[src/design/kmd_pkg.sv]
// Shared types and constants for the key matrix debounce scanner.
package kmd_pkg;

    localparam int unsigned LEVEL_W     = 8;   // column_levels width, caps the scanned columns
    localparam int unsigned ROW_W       = 3;
    localparam int unsigned KEY_W       = 6;
    localparam int unsigned CNT_W       = 8;
    localparam int unsigned KEY_CALC_W  = 8;   // row * COLS + col before truncation
    localparam int unsigned QUEUE_DEPTH = 2;

    localparam logic [CNT_W-1:0] THRESHOLD_RESET = 8'd5;

    // APB register map
    localparam logic REG_THRESHOLD = 1'b0;

    // One row sample that committed at least one key.
    typedef struct packed {
        logic [ROW_W-1:0]   row;
        logic [LEVEL_W-1:0] ev_mask;   // columns that committed
        logic [LEVEL_W-1:0] press;     // sampled level per column, 1 = pressed
    } kmd_row_ev_t;

endpackage

[src/design/kmd_front.sv]
// Front end: accepts row samples, runs per-key debounce and queues commit masks.
module kmd_front #(
    parameter int unsigned ROWS = 8,
    parameter int unsigned COLS = 8
) (
    input  logic                               clk,
    input  logic                               rst_n,
    input  logic                               push,
    output logic                               full,
    input  logic [kmd_pkg::ROW_W-1:0]          row_index,
    input  logic [kmd_pkg::LEVEL_W-1:0]        column_levels,
    input  logic [kmd_pkg::CNT_W-1:0]          threshold,
    output logic                               q_push,
    output kmd_pkg::kmd_row_ev_t               q_data,
    input  logic                               q_full
);
    import kmd_pkg::*;

    localparam int unsigned SCAN_COLS = (COLS < LEVEL_W) ? COLS : LEVEL_W;
    localparam int unsigned ROW_AW    = (ROWS > 1) ? $clog2(ROWS) : 1;

    logic [SCAN_COLS-1:0] committed_reg [ROWS];
    logic [SCAN_COLS-1:0] candidate_reg [ROWS];
    logic [CNT_W-1:0]     count_reg     [ROWS][SCAN_COLS];

    logic [SCAN_COLS-1:0] committed_next;
    logic [SCAN_COLS-1:0] candidate_next;
    logic [CNT_W-1:0]     count_next    [SCAN_COLS];

    logic [SCAN_COLS-1:0] cur_com;
    logic [SCAN_COLS-1:0] cur_cand;
    logic [CNT_W-1:0]     cur_cnt       [SCAN_COLS];

    logic [4:0]           row_ext;
    logic [ROW_AW-1:0]    row_sel;
    logic                 row_ok;
    logic                 accept;
    logic [LEVEL_W-1:0]   ev_mask;
    logic [LEVEL_W-1:0]   press;

    assign full    = q_full;
    assign accept  = push && !q_full;
    assign row_ext = {2'b00, row_index};
    assign row_sel = row_ext[ROW_AW-1:0];
    assign row_ok  = row_ext < 5'(ROWS);

    assign cur_com  = committed_reg[row_sel];
    assign cur_cand = candidate_reg[row_sel];
    assign cur_cnt  = count_reg[row_sel];

    always_comb
    begin
        logic             pressed;
        logic [CNT_W-1:0] inc;
        ev_mask        = '0;
        press          = '0;
        committed_next = cur_com;
        candidate_next = cur_cand;
        for (int c = 0; c < SCAN_COLS; c++)
        begin
            pressed       = ~column_levels[c];
            inc           = cur_cnt[c] + 8'd1;
            count_next[c] = cur_cnt[c];
            press[c]      = pressed;
            if (pressed == cur_com[c])
            begin
                count_next[c] = '0;
            end
            else if (pressed == cur_cand[c])
            begin
                count_next[c] = inc;
                if (inc >= threshold)
                begin
                    committed_next[c] = pressed;
                    count_next[c]     = '0;
                    ev_mask[c]        = 1'b1;
                end
            end
            else
            begin
                candidate_next[c] = pressed;
                count_next[c]     = 8'd1;
            end
        end
    end

    assign q_push          = accept && row_ok && (ev_mask != '0);
    assign q_data.row      = row_index;
    assign q_data.ev_mask  = ev_mask;
    assign q_data.press    = press;

    always_ff @(posedge clk or negedge rst_n)
    begin
        if (!rst_n)
        begin
            for (int r = 0; r < ROWS; r++)
            begin
                committed_reg[r] <= '0;
                candidate_reg[r] <= '0;
                for (int c = 0; c < SCAN_COLS; c++)
                begin
                    count_reg[r][c] <= '0;
                end
            end
        end
        else if (accept && row_ok)
        begin
            committed_reg[row_sel] <= committed_next;
            candidate_reg[row_sel] <= candidate_next;
            count_reg[row_sel]     <= count_next;
        end
    end

endmodule

[src/design/kmd_queue.sv]
// Small FIFO between the debounce front end and the event serializer.
module kmd_queue (
    input  logic                  clk,
    input  logic                  rst_n,
    input  logic                  push,
    input  kmd_pkg::kmd_row_ev_t  push_data,
    output logic                  full,
    input  logic                  pop,
    output kmd_pkg::kmd_row_ev_t  pop_data,
    output logic                  empty
);
    import kmd_pkg::*;

    localparam int unsigned AW = (QUEUE_DEPTH > 1) ? $clog2(QUEUE_DEPTH) : 1;

    kmd_row_ev_t      mem_reg [QUEUE_DEPTH];
    logic [AW-1:0]    wr_ptr_reg, wr_ptr_next;
    logic [AW-1:0]    rd_ptr_reg, rd_ptr_next;
    logic [AW:0]      cnt_reg, cnt_next;
    logic             do_push;
    logic             do_pop;

    assign full     = cnt_reg == (AW+1)'(QUEUE_DEPTH);
    assign empty    = cnt_reg == '0;
    assign do_push  = push && !full;
    assign do_pop   = pop && !empty;
    assign pop_data = mem_reg[rd_ptr_reg];

    always_comb
    begin
        wr_ptr_next = wr_ptr_reg;
        rd_ptr_next = rd_ptr_reg;
        cnt_next    = cnt_reg;
        if (do_push)
        begin
            wr_ptr_next = (wr_ptr_reg == AW'(QUEUE_DEPTH - 1)) ? '0 : wr_ptr_reg + 1'b1;
        end
        if (do_pop)
        begin
            rd_ptr_next = (rd_ptr_reg == AW'(QUEUE_DEPTH - 1)) ? '0 : rd_ptr_reg + 1'b1;
        end
        if (do_push && !do_pop)
        begin
            cnt_next = cnt_reg + 1'b1;
        end
        else if (do_pop && !do_push)
        begin
            cnt_next = cnt_reg - 1'b1;
        end
    end

    always_ff @(posedge clk or negedge rst_n)
    begin
        if (!rst_n)
        begin
            wr_ptr_reg <= '0;
            rd_ptr_reg <= '0;
            cnt_reg    <= '0;
        end
        else
        begin
            wr_ptr_reg <= wr_ptr_next;
            rd_ptr_reg <= rd_ptr_next;
            cnt_reg    <= cnt_next;
        end
    end

    always_ff @(posedge clk)
    begin
        if (do_push)
        begin
            mem_reg[wr_ptr_reg] <= push_data;
        end
    end

endmodule

[src/design/kmd_back.sv]
// Back end: walks each commit mask in column order and emits one event per cycle unless pop stalls it.
module kmd_back #(
    parameter int unsigned COLS = 8
) (
    input  logic                       clk,
    input  logic                       rst_n,
    input  kmd_pkg::kmd_row_ev_t       q_data,
    input  logic                       q_empty,
    output logic                       q_pop,
    output logic                       empty,
    input  logic                       pop,
    output logic [kmd_pkg::KEY_W-1:0]  key_index,
    output logic                       is_press,
    output logic                       last_event
);
    import kmd_pkg::*;

    logic                  cur_valid_reg, cur_valid_next;
    logic [ROW_W-1:0]      cur_row_reg, cur_row_next;
    logic [LEVEL_W-1:0]    cur_mask_reg, cur_mask_next;
    logic [LEVEL_W-1:0]    cur_press_reg, cur_press_next;

    logic                  out_valid_reg, out_valid_next;
    logic [KEY_W-1:0]      key_reg;
    logic                  press_reg;
    logic                  last_reg;

    logic [2:0]            col;
    logic [LEVEL_W-1:0]    rem_mask;
    logic [KEY_CALC_W-1:0] key_full;
    logic                  emit;
    logic                  done;

    // lowest pending column
    always_comb
    begin
        col = '0;
        for (int i = LEVEL_W - 1; i >= 0; i--)
        begin
            if (cur_mask_reg[i])
            begin
                col = 3'(i);
            end
        end
    end

    assign rem_mask = cur_mask_reg & (cur_mask_reg - 1'b1);
    assign key_full = KEY_CALC_W'(cur_row_reg) * KEY_CALC_W'(COLS) + KEY_CALC_W'(col);
    assign emit     = cur_valid_reg && (!out_valid_reg || pop);
    assign done     = emit && (rem_mask == '0);
    assign q_pop    = !q_empty && (!cur_valid_reg || done);

    always_comb
    begin
        cur_valid_next = cur_valid_reg;
        cur_row_next   = cur_row_reg;
        cur_mask_next  = cur_mask_reg;
        cur_press_next = cur_press_reg;
        if (emit)
        begin
            cur_mask_next = rem_mask;
            if (done)
            begin
                cur_valid_next = 1'b0;
            end
        end
        if (q_pop)
        begin
            cur_valid_next = 1'b1;
            cur_row_next   = q_data.row;
            cur_mask_next  = q_data.ev_mask;
            cur_press_next = q_data.press;
        end

        out_valid_next = out_valid_reg;
        if (emit)
        begin
            out_valid_next = 1'b1;
        end
        else if (pop)
        begin
            out_valid_next = 1'b0;
        end
    end

    always_ff @(posedge clk or negedge rst_n)
    begin
        if (!rst_n)
        begin
            cur_valid_reg <= 1'b0;
            out_valid_reg <= 1'b0;
        end
        else
        begin
            cur_valid_reg <= cur_valid_next;
            out_valid_reg <= out_valid_next;
        end
    end

    always_ff @(posedge clk)
    begin
        cur_row_reg   <= cur_row_next;
        cur_mask_reg  <= cur_mask_next;
        cur_press_reg <= cur_press_next;
        if (emit)
        begin
            key_reg   <= key_full[KEY_W-1:0];
            press_reg <= cur_press_reg[col];
            last_reg  <= rem_mask == '0;
        end
    end

    assign empty      = !out_valid_reg;
    assign key_index  = key_reg;
    assign is_press   = press_reg;
    assign last_event = last_reg;

endmodule

[src/design/key_matrix_debounce_scanner.sv]
// Top level of the key matrix debounce scanner.
//
// Input queue: one row sample (row_index, column_levels) per transaction,
// taken when push is high and full is low. Column bit low = key pressed.
// Each key runs a counter debounce against debounce_threshold (APB register
// at address 0, reset 5); a key that commits produces one press or release event.
// Result queue: key_index, is_press, last_event are valid while empty is low;
// pop takes the event. Events of one sample come out in column order, the
// final one flagged with last_event.
// Throughput: a sample is taken every cycle while the two-entry commit queue has
// room; the serializer emits one event per cycle, one per committed key, while the
// output register is empty or popped. Samples that commit nothing, or name a row
// beyond ROWS, produce no transaction on the result side.
// First event path: commit queue, serializer sample register, output register.
// A stalled result side fills the output register and the commit queue, then
// raises full; no event is dropped.
// Reset clears all key state and both queues and loads the default threshold.
module key_matrix_debounce_scanner #(
    parameter int unsigned ROWS = 8,
    parameter int unsigned COLS = 8
) (
    input  logic                               clk,
    input  logic                               rst_n,
    input  logic                               psel,
    input  logic                               penable,
    input  logic                               pwrite,
    input  logic [2:0]                         paddr,
    input  logic [31:0]                        pwdata,
    output logic [31:0]                        prdata,
    output logic                               pready,
    input  logic                               push,
    output logic                               full,
    input  logic [kmd_pkg::ROW_W-1:0]          row_index,
    input  logic [kmd_pkg::LEVEL_W-1:0]        column_levels,
    output logic                               empty,
    input  logic                               pop,
    output logic [kmd_pkg::KEY_W-1:0]          key_index,
    output logic                               is_press,
    output logic                               last_event
);
    import kmd_pkg::*;

    logic [CNT_W-1:0] threshold_reg;
    logic             cfg_wr;
    kmd_row_ev_t      fq_data;
    kmd_row_ev_t      qb_data;
    logic             fq_push;
    logic             fq_full;
    logic             qb_pop;
    logic             qb_empty;

    assign pready = 1'b1;
    assign cfg_wr = psel && penable && pwrite && pready && (paddr[2] == REG_THRESHOLD);

    always_comb
    begin
        prdata = '0;
        if (paddr[2] == REG_THRESHOLD)
        begin
            prdata = {24'd0, threshold_reg};
        end
    end

    always_ff @(posedge clk or negedge rst_n)
    begin
        if (!rst_n)
        begin
            threshold_reg <= THRESHOLD_RESET;
        end
        else if (cfg_wr)
        begin
            threshold_reg <= pwdata[CNT_W-1:0];
        end
    end

    kmd_front #(
        .ROWS (ROWS),
        .COLS (COLS)
    ) u_front (
        .clk           (clk),
        .rst_n         (rst_n),
        .push          (push),
        .full          (full),
        .row_index     (row_index),
        .column_levels (column_levels),
        .threshold     (threshold_reg),
        .q_push        (fq_push),
        .q_data        (fq_data),
        .q_full        (fq_full)
    );

    kmd_queue u_queue (
        .clk       (clk),
        .rst_n     (rst_n),
        .push      (fq_push),
        .push_data (fq_data),
        .full      (fq_full),
        .pop       (qb_pop),
        .pop_data  (qb_data),
        .empty     (qb_empty)
    );

    kmd_back #(
        .COLS (COLS)
    ) u_back (
        .clk        (clk),
        .rst_n      (rst_n),
        .q_data     (qb_data),
        .q_empty    (qb_empty),
        .q_pop      (qb_pop),
        .empty      (empty),
        .pop        (pop),
        .key_index  (key_index),
        .is_press   (is_press),
        .last_event (last_event)
    );

endmodule

[config.mk]
export PLATFORM = sky130hd
export DESIGN_NAME = key_matrix_debounce_scanner
export DESIGN_NICKNAME = d
export VERILOG_FILES = /design/src/design/kmd_pkg.sv /design/src/design/kmd_front.sv /design/src/design/kmd_queue.sv /design/src/design/kmd_back.sv /design/src/design/key_matrix_debounce_scanner.sv
export SDC_FILE = /design/constraint.sdc
export NUM_CORES = 1
export LEC_CHECK = 0
export BUFFER_PORTS_ARGS = -buffer_cell sky130_fd_sc_hd__buf_2
export CORE_MARGIN = 1.5
export CORE_UTILIZATION = 55
export CTS_CLUSTER_DIAMETER = 40
export DETAILED_ROUTE_END_ITERATION = 7
export GPL_TIMING_DRIVEN = 0
export PLACE_DENSITY = 0.72
export SLEW_MARGIN = 20
export SYNTH_ARGS = -nofsm -noshare
export SYNTH_HDL_FRONTEND = slang
export SYNTH_HIERARCHICAL = 1
export SYNTH_SLANG_ARGS = --single-unit
export TNS_END_PERCENT = 10
[constraint.sdc]
create_clock -name clk -period 11.4 [get_ports clk]
set_input_delay 0.57 -clock clk [delete_from_list [all_inputs] [get_ports clk]]
set_output_delay 0.57 -clock clk [all_outputs]
set_load 0.03 [all_outputs]
## Word-level counts from Yosys, hierarchy flattened

Memories as Yosys holds them, arrays and structs flattened.
Index checks and enable logic that the tools add are counted.

- Register bits: 681
- Bits in latches: 0
- Memory bits (writable): 38
- ROM bits: 0
- Input port bits: 53
- Output and inout port bits: 43
- Logic and storage cells: 305
- Memories: 1

Memories:

| name | depth | bits a word | read ports | clocked after Yosys merged registers in | wr ports | line | RTL |
|---|---|---|---|---|---|---|---|
| u_queue.mem_reg | 2 | 19 | 1 | 0 | 1 | kmd_queue.sv:16 | `kmd_row_ev_t mem_reg [QUEUE_DEPTH];` |

- $add $sub $neg: 14
- Multipliers: 0
- Divide/modulo/power cells: 0
- Magnitude comparators: 12
- Eq/ne operators: 17
- Shifts and indexed selects: 0
- Mux-type cells: 128
- Bitwise logic cells: 11
- Reduce and logical (&&, ||, !) cells: 30

Operators with widths:

| operator | count |
|---|---|
| $bwmux 512 | 1 |
| $mux 8 | 32 |
| $bmux 64 s3 | 1 |
| $demux 64 s3 | 1 |
| $mux 64 | 3 |
| $bwmux 64 | 2 |
| $mux 1 | 74 |
| $add 8x1->8 const B | 8 |
| $ge 8x8->1 | 8 |
| $bmux 8 s3 | 2 |
| $demux 8 s3 | 1 |
| $mux 3 | 8 |
| $eq 1x1->1 | 16 |
| $logic_and 1x1->1 | 14 |
| $not 1->1 | 9 |
| $and 8x8->8 | 1 |
| $logic_not 8->1 | 1 |
| $lt 3x4->1 const B | 2 |
| $reduce_bool 2->1 | 4 |
| $reduce_bool 8->1 | 1 |
| $sub 8x1->8 const B | 1 |
| $add 6x3->6 | 1 |
| $logic_not 1->1 | 6 |
| $ge 4x4->1 const B | 1 |
| other kinds (11) | 14 |

## Logic depth before layout (Yosys ltp)

- Depth after elaboration: 16
- Mapped depth: 26
- Depth with buffers taken out: 22

## By module

Netlist, hierarchy kept.

By module, submodules not included:

| module | times used | cells an instance | area each (µm²) | sequential area each (µm²) |
|---|---|---|---|---|
| kmd_front | 1 | 2888 | 31854.3 | 16015.4 |
| kmd_queue | 1 | 78 | 1566.5 | 1241.2 |
| kmd_back | 1 | 105 | 1420.1 | 860.8 |
| key_matrix_debounce_scanner | 1 | 52 | 581.8 | 202.7 |

## Least setup slack after synthesis

Ideal clock, no wire load.

- Kind: input port to flip-flop
- From: input row_index[1] in the netlist's numbering
- To: memory u_queue/mem_reg[0][0] in the netlist's numbering, enable pin
- Setup time: 0.395 ns
- Data arrival time: 4.820 ns
- Required time: 11.005 ns
- Path slack: 6.185 ns
- Cell stages on the path: 19
- Path buffers: 4
- Path through: buf_6 buf_8 buf_12 buf_6 mux2_1 a221oi_1 o22ai_1 ha_1 xor2_1 ha_1 o21ai_0 o21a_1 o31ai_1 inv_1 nor2_1 nor4_1 a31oi_1 nand2_1 nor2_1

RTL lines:

| element | line | RTL |
|---|---|---|
| start: declaration | key_matrix_debounce_scanner.sv:33 | `input logic [kmd_pkg::ROW_W-1:0] row_index,` |
| end: declaration | kmd_queue.sv:16 |  |

==> results.yml <==
clock_tree:
  clockBufferDepth: 3
  cts.sinks: 719
  postCtsSetupBuffers: 0
  numCtsBuffers: 108
  clock-root-buffer: "clkbuf_16"
  cts_tree: "built"
  clk_pin_slew_ps: 50
  cts_max_level: 3
  insertion_delay_ps: 670
synthesis:
  synth_mux_area_frac: 0.1576
  syn_inst: 3123
  synth_top_area_frac: 0.4606
  synth-xor-area-share: 0.01491
  synthTopCellsByCount: "dfrtp_1, nand2_1, o21ai_0, mux2_2, clkbuf_1"
  synth_edf_count: 65
  yosysMostFrequentCell: "dfrtp_1"
  ys_types: 111
  synth_top_cell_by_area: "dfrtp_1"
  ys.warnings.count: 6
  synthAdderAreaFrac: 0.02748
  async_flop_share: 0.9096
  synth_top_family_by_area: "multiplexers"
  syn_avg_cell_area_um2: 11.34
  synthSimpleGateAreaFrac: 0.1062
  ys_seq_elements: 719
  synth_compound_area_frac: 0.1289
  synth_area_um2: 35420
  synth_area_leaders: "dfrtp_1, mux2_2, nand2_1"
  ys_seq_area_frac: 0.5172
  synth_flop_cell: "dfrtp_1"
floorplanning:
  die_x_um: 256.8
  die_area_um2: 65940
  core-area_um2: 63310
  fp.dieH_um: 256.8
  fp-row-count: 92
  io_pins: 96
  initial_utilization: 0.5595
routing:
  first_iter_violations: 4124
  wl_per_cell_um: 31.62
  num_vias: 28313
  remaining_drc_errors: 4
  vias_per_cell: 6.652
  routed_wl_um: 134600
  ant_nets: 0
  firstDrtPassIters: 8
pwr:
  switching_power_mw: 2.841
  p_seq_frac: 0.386
  powerDensity_nw_per_um2: 217.0
  irDropWorstVdd_mv: 0.1358
  switching_share: 0.3201
  combPwrFrac: 0.220
  p_leak_nw: 18.61
  intPower_mw: 6.035
  clock_power_share: 0.395
sta:
  setup_tns_ps: 0
  drv_slew: 0
  rsz0062_at_grt: "no"
  finalClockSkew_ps: 25.81
  fin_ws_ps: 4701
  min_period_over_period: 0.5877
  max_slew.worst_pin.slew_ps: 1385
  maxClockFrequency_mhz: 149.3
  hold_viol_final: 0
  setup_viol: 0
  relSlewSlack: 0.07638
  layout_min_cycle_time_ps: 6699
place:
  place_ws_ps: 4433
  dp_cells: 4045
  place_hpwl_um: 90860
  placed_cell_area_um2: 37010
  portBuffers: 44
  place_congestion: 1.021
worst_setup_path:
  cp_data_arrival_time_ps: 7270
  start_kind: "primary input"
  crit_type: "in -> reg"
  end_kind: "flop"
  cp_max_fo: 10
  required_ps: 11970
final_layout:
  layout-drive-gt1-share: 0.2422
  nNetsFinal: 3436
  finalInstanceArea_um2: 40910
  largest_reg_flops: 512
  nFillCells: 4886
  syn2layout_area_growth_pct: 15.50
  final_cell_count_no_fill: 4256
  fin_util: 0.6462
grt:
  grt_pass1_wl_um: 193000
  grt_remaining_overflow: 0
  grt_pass1_vias: 28307
  grt_usage: 0.4090
  antenna_found_initial: 5
  grt_max_degree: 103
status:
  violations: "design-rule violations"
  status: "finished with violations"
worst_hold_path:
  hp-class: "in -> reg"
flow_run:
  maxCapViolCount: 0
## layout by cell type (no fill, tap or decap), types with 11 or more instances in the layout
master	count
a21o_1	17
a21oi_1	42
a221oi_1	57
a22o_1	11
a22oi_1	26
and2_1	35
buf_2	95
buf_4	41
buf_6	37
bufinv_16	14
clkbuf_1	113
clkbuf_16	111
clkbuf_8	13
clkinv_2	13
clkinvlp_4	11
conb_1	25
dfrtp_1	652
edfxtp_1	65
ha_1	73
inv_1	45
inv_6	13
mux2_1	24
mux2_2	285
mux2i_1	73
mux4_2	56
nand2_1	538
nand2b_1	28
nand3_1	18
nand3b_1	19
nor2_1	60
o21ai_0	350
o21ai_1	59
o221ai_1	15
o22ai_1	27
o31ai_1	26
xnor2_1	26
xor2_1	25
## per-layer routing
| layer | vias to the layer above | GRT usage | wire, µm |
|---|---|---|---|
| met5 | - | 0 | 29 |
| met4 | 4 | 0.3059 | 11900 |
| met3 | 585 | 0.1394 | 17020 |
| met2 | 2042 | 0.5938 | 56930 |
| met1 | 14134 | 0.5060 | 48680 |
| li1 | 11548 | - | - |
## stage by stage
stage                     total power, mW  hold slack, ps
after floorplan                     4.599           274.4
after global placement              5.210           412.4
after detailed placement            5.319           411.3
after CTS                           8.809           125.2
after global routing                9.198           126.9
final                               8.876           138.8
## worst max-delay path: stages
cell	delay (ps)
buf_2	160
buf_6	250
buf_6	290
buf_6	320
buf_6	280
buf_6	280
buf_2	500
mux4_2	380
mux2i_1	320
nand3b_1	330
xor2_1	600
ha_1	370
and3_1	160
a21oi_1	740
nor2_1	400
nor2_1	190
a31oi_1	140
nand2_1	180
inv_1	60
ha_1	200
xor2_1	140
nor2_1	130
xor2_1	180
## path summary, 6_finish.rpt
path / startpoint / end / slack, ps / cells after the start
max: row_index[2] / u_queue/cnt_reg[1] / 4700 / 23
min: pwdata[6] / threshold_reg[6] / 140 / 2
max reg2reg: u_front/count_reg[336] / u_queue/cnt_reg[1] / 5890 / 18
min reg2reg: u_back/cur_row_reg[0] / u_back/key_index[3] / 420 / 0
max in group asynchronous: rst_n / u_front/candidate_reg[24] / 8930 / 5
min in group asynchronous: rst_n / u_front/count_reg[165] / 470 / 2
## power by group through the flow
stage,registers [mW],logic [mW],clock network (mW)
6_report,3.42,1.95,3.50
5_1_grt,3.47,2.09,3.64
4_1_cts,3.41,1.89,3.52
3_5_place_dp,3.44,1.88,0
3_3_place_gp,3.41,1.80,0
2_1_floorplan,3.36,1.24,0
## logic make-up after synthesis
logic type / count (synthesis)
AOI/OAI and AO/OA: 723
DFF: 719
other: 2
buffers and inverters: 294
adders and majority gates: 79
xor gates and xnor gates: 56
muxes: 445
and+or+nand+nor: 805
## final cells by class
type | count | area, µm² | share of cell area
antenna | 4 | 10.01 | 0.0002447
tap | 846 | 1059 | 0.02587
inverter | 48 | 180.2 | 0.004404
buffer | 246 | 1505 | 0.03679
multi-input combinational | 2133 | 15520 | 0.3793
timing repair buffer | 54 | 434.2 | 0.01061
sequential | 719 | 18320 | 0.4478
clock buffer | 135 | 2998 | 0.07328
clock inverter | 71 | 888.4 | 0.02171
## timing repair
action                     CTS  global route
gates resized for setup      0             0
setup endpoints to repair    0             0
hold buffers                 1             0
hold endpoints to repair    91             0
Power figures use the tool's default switching activity.
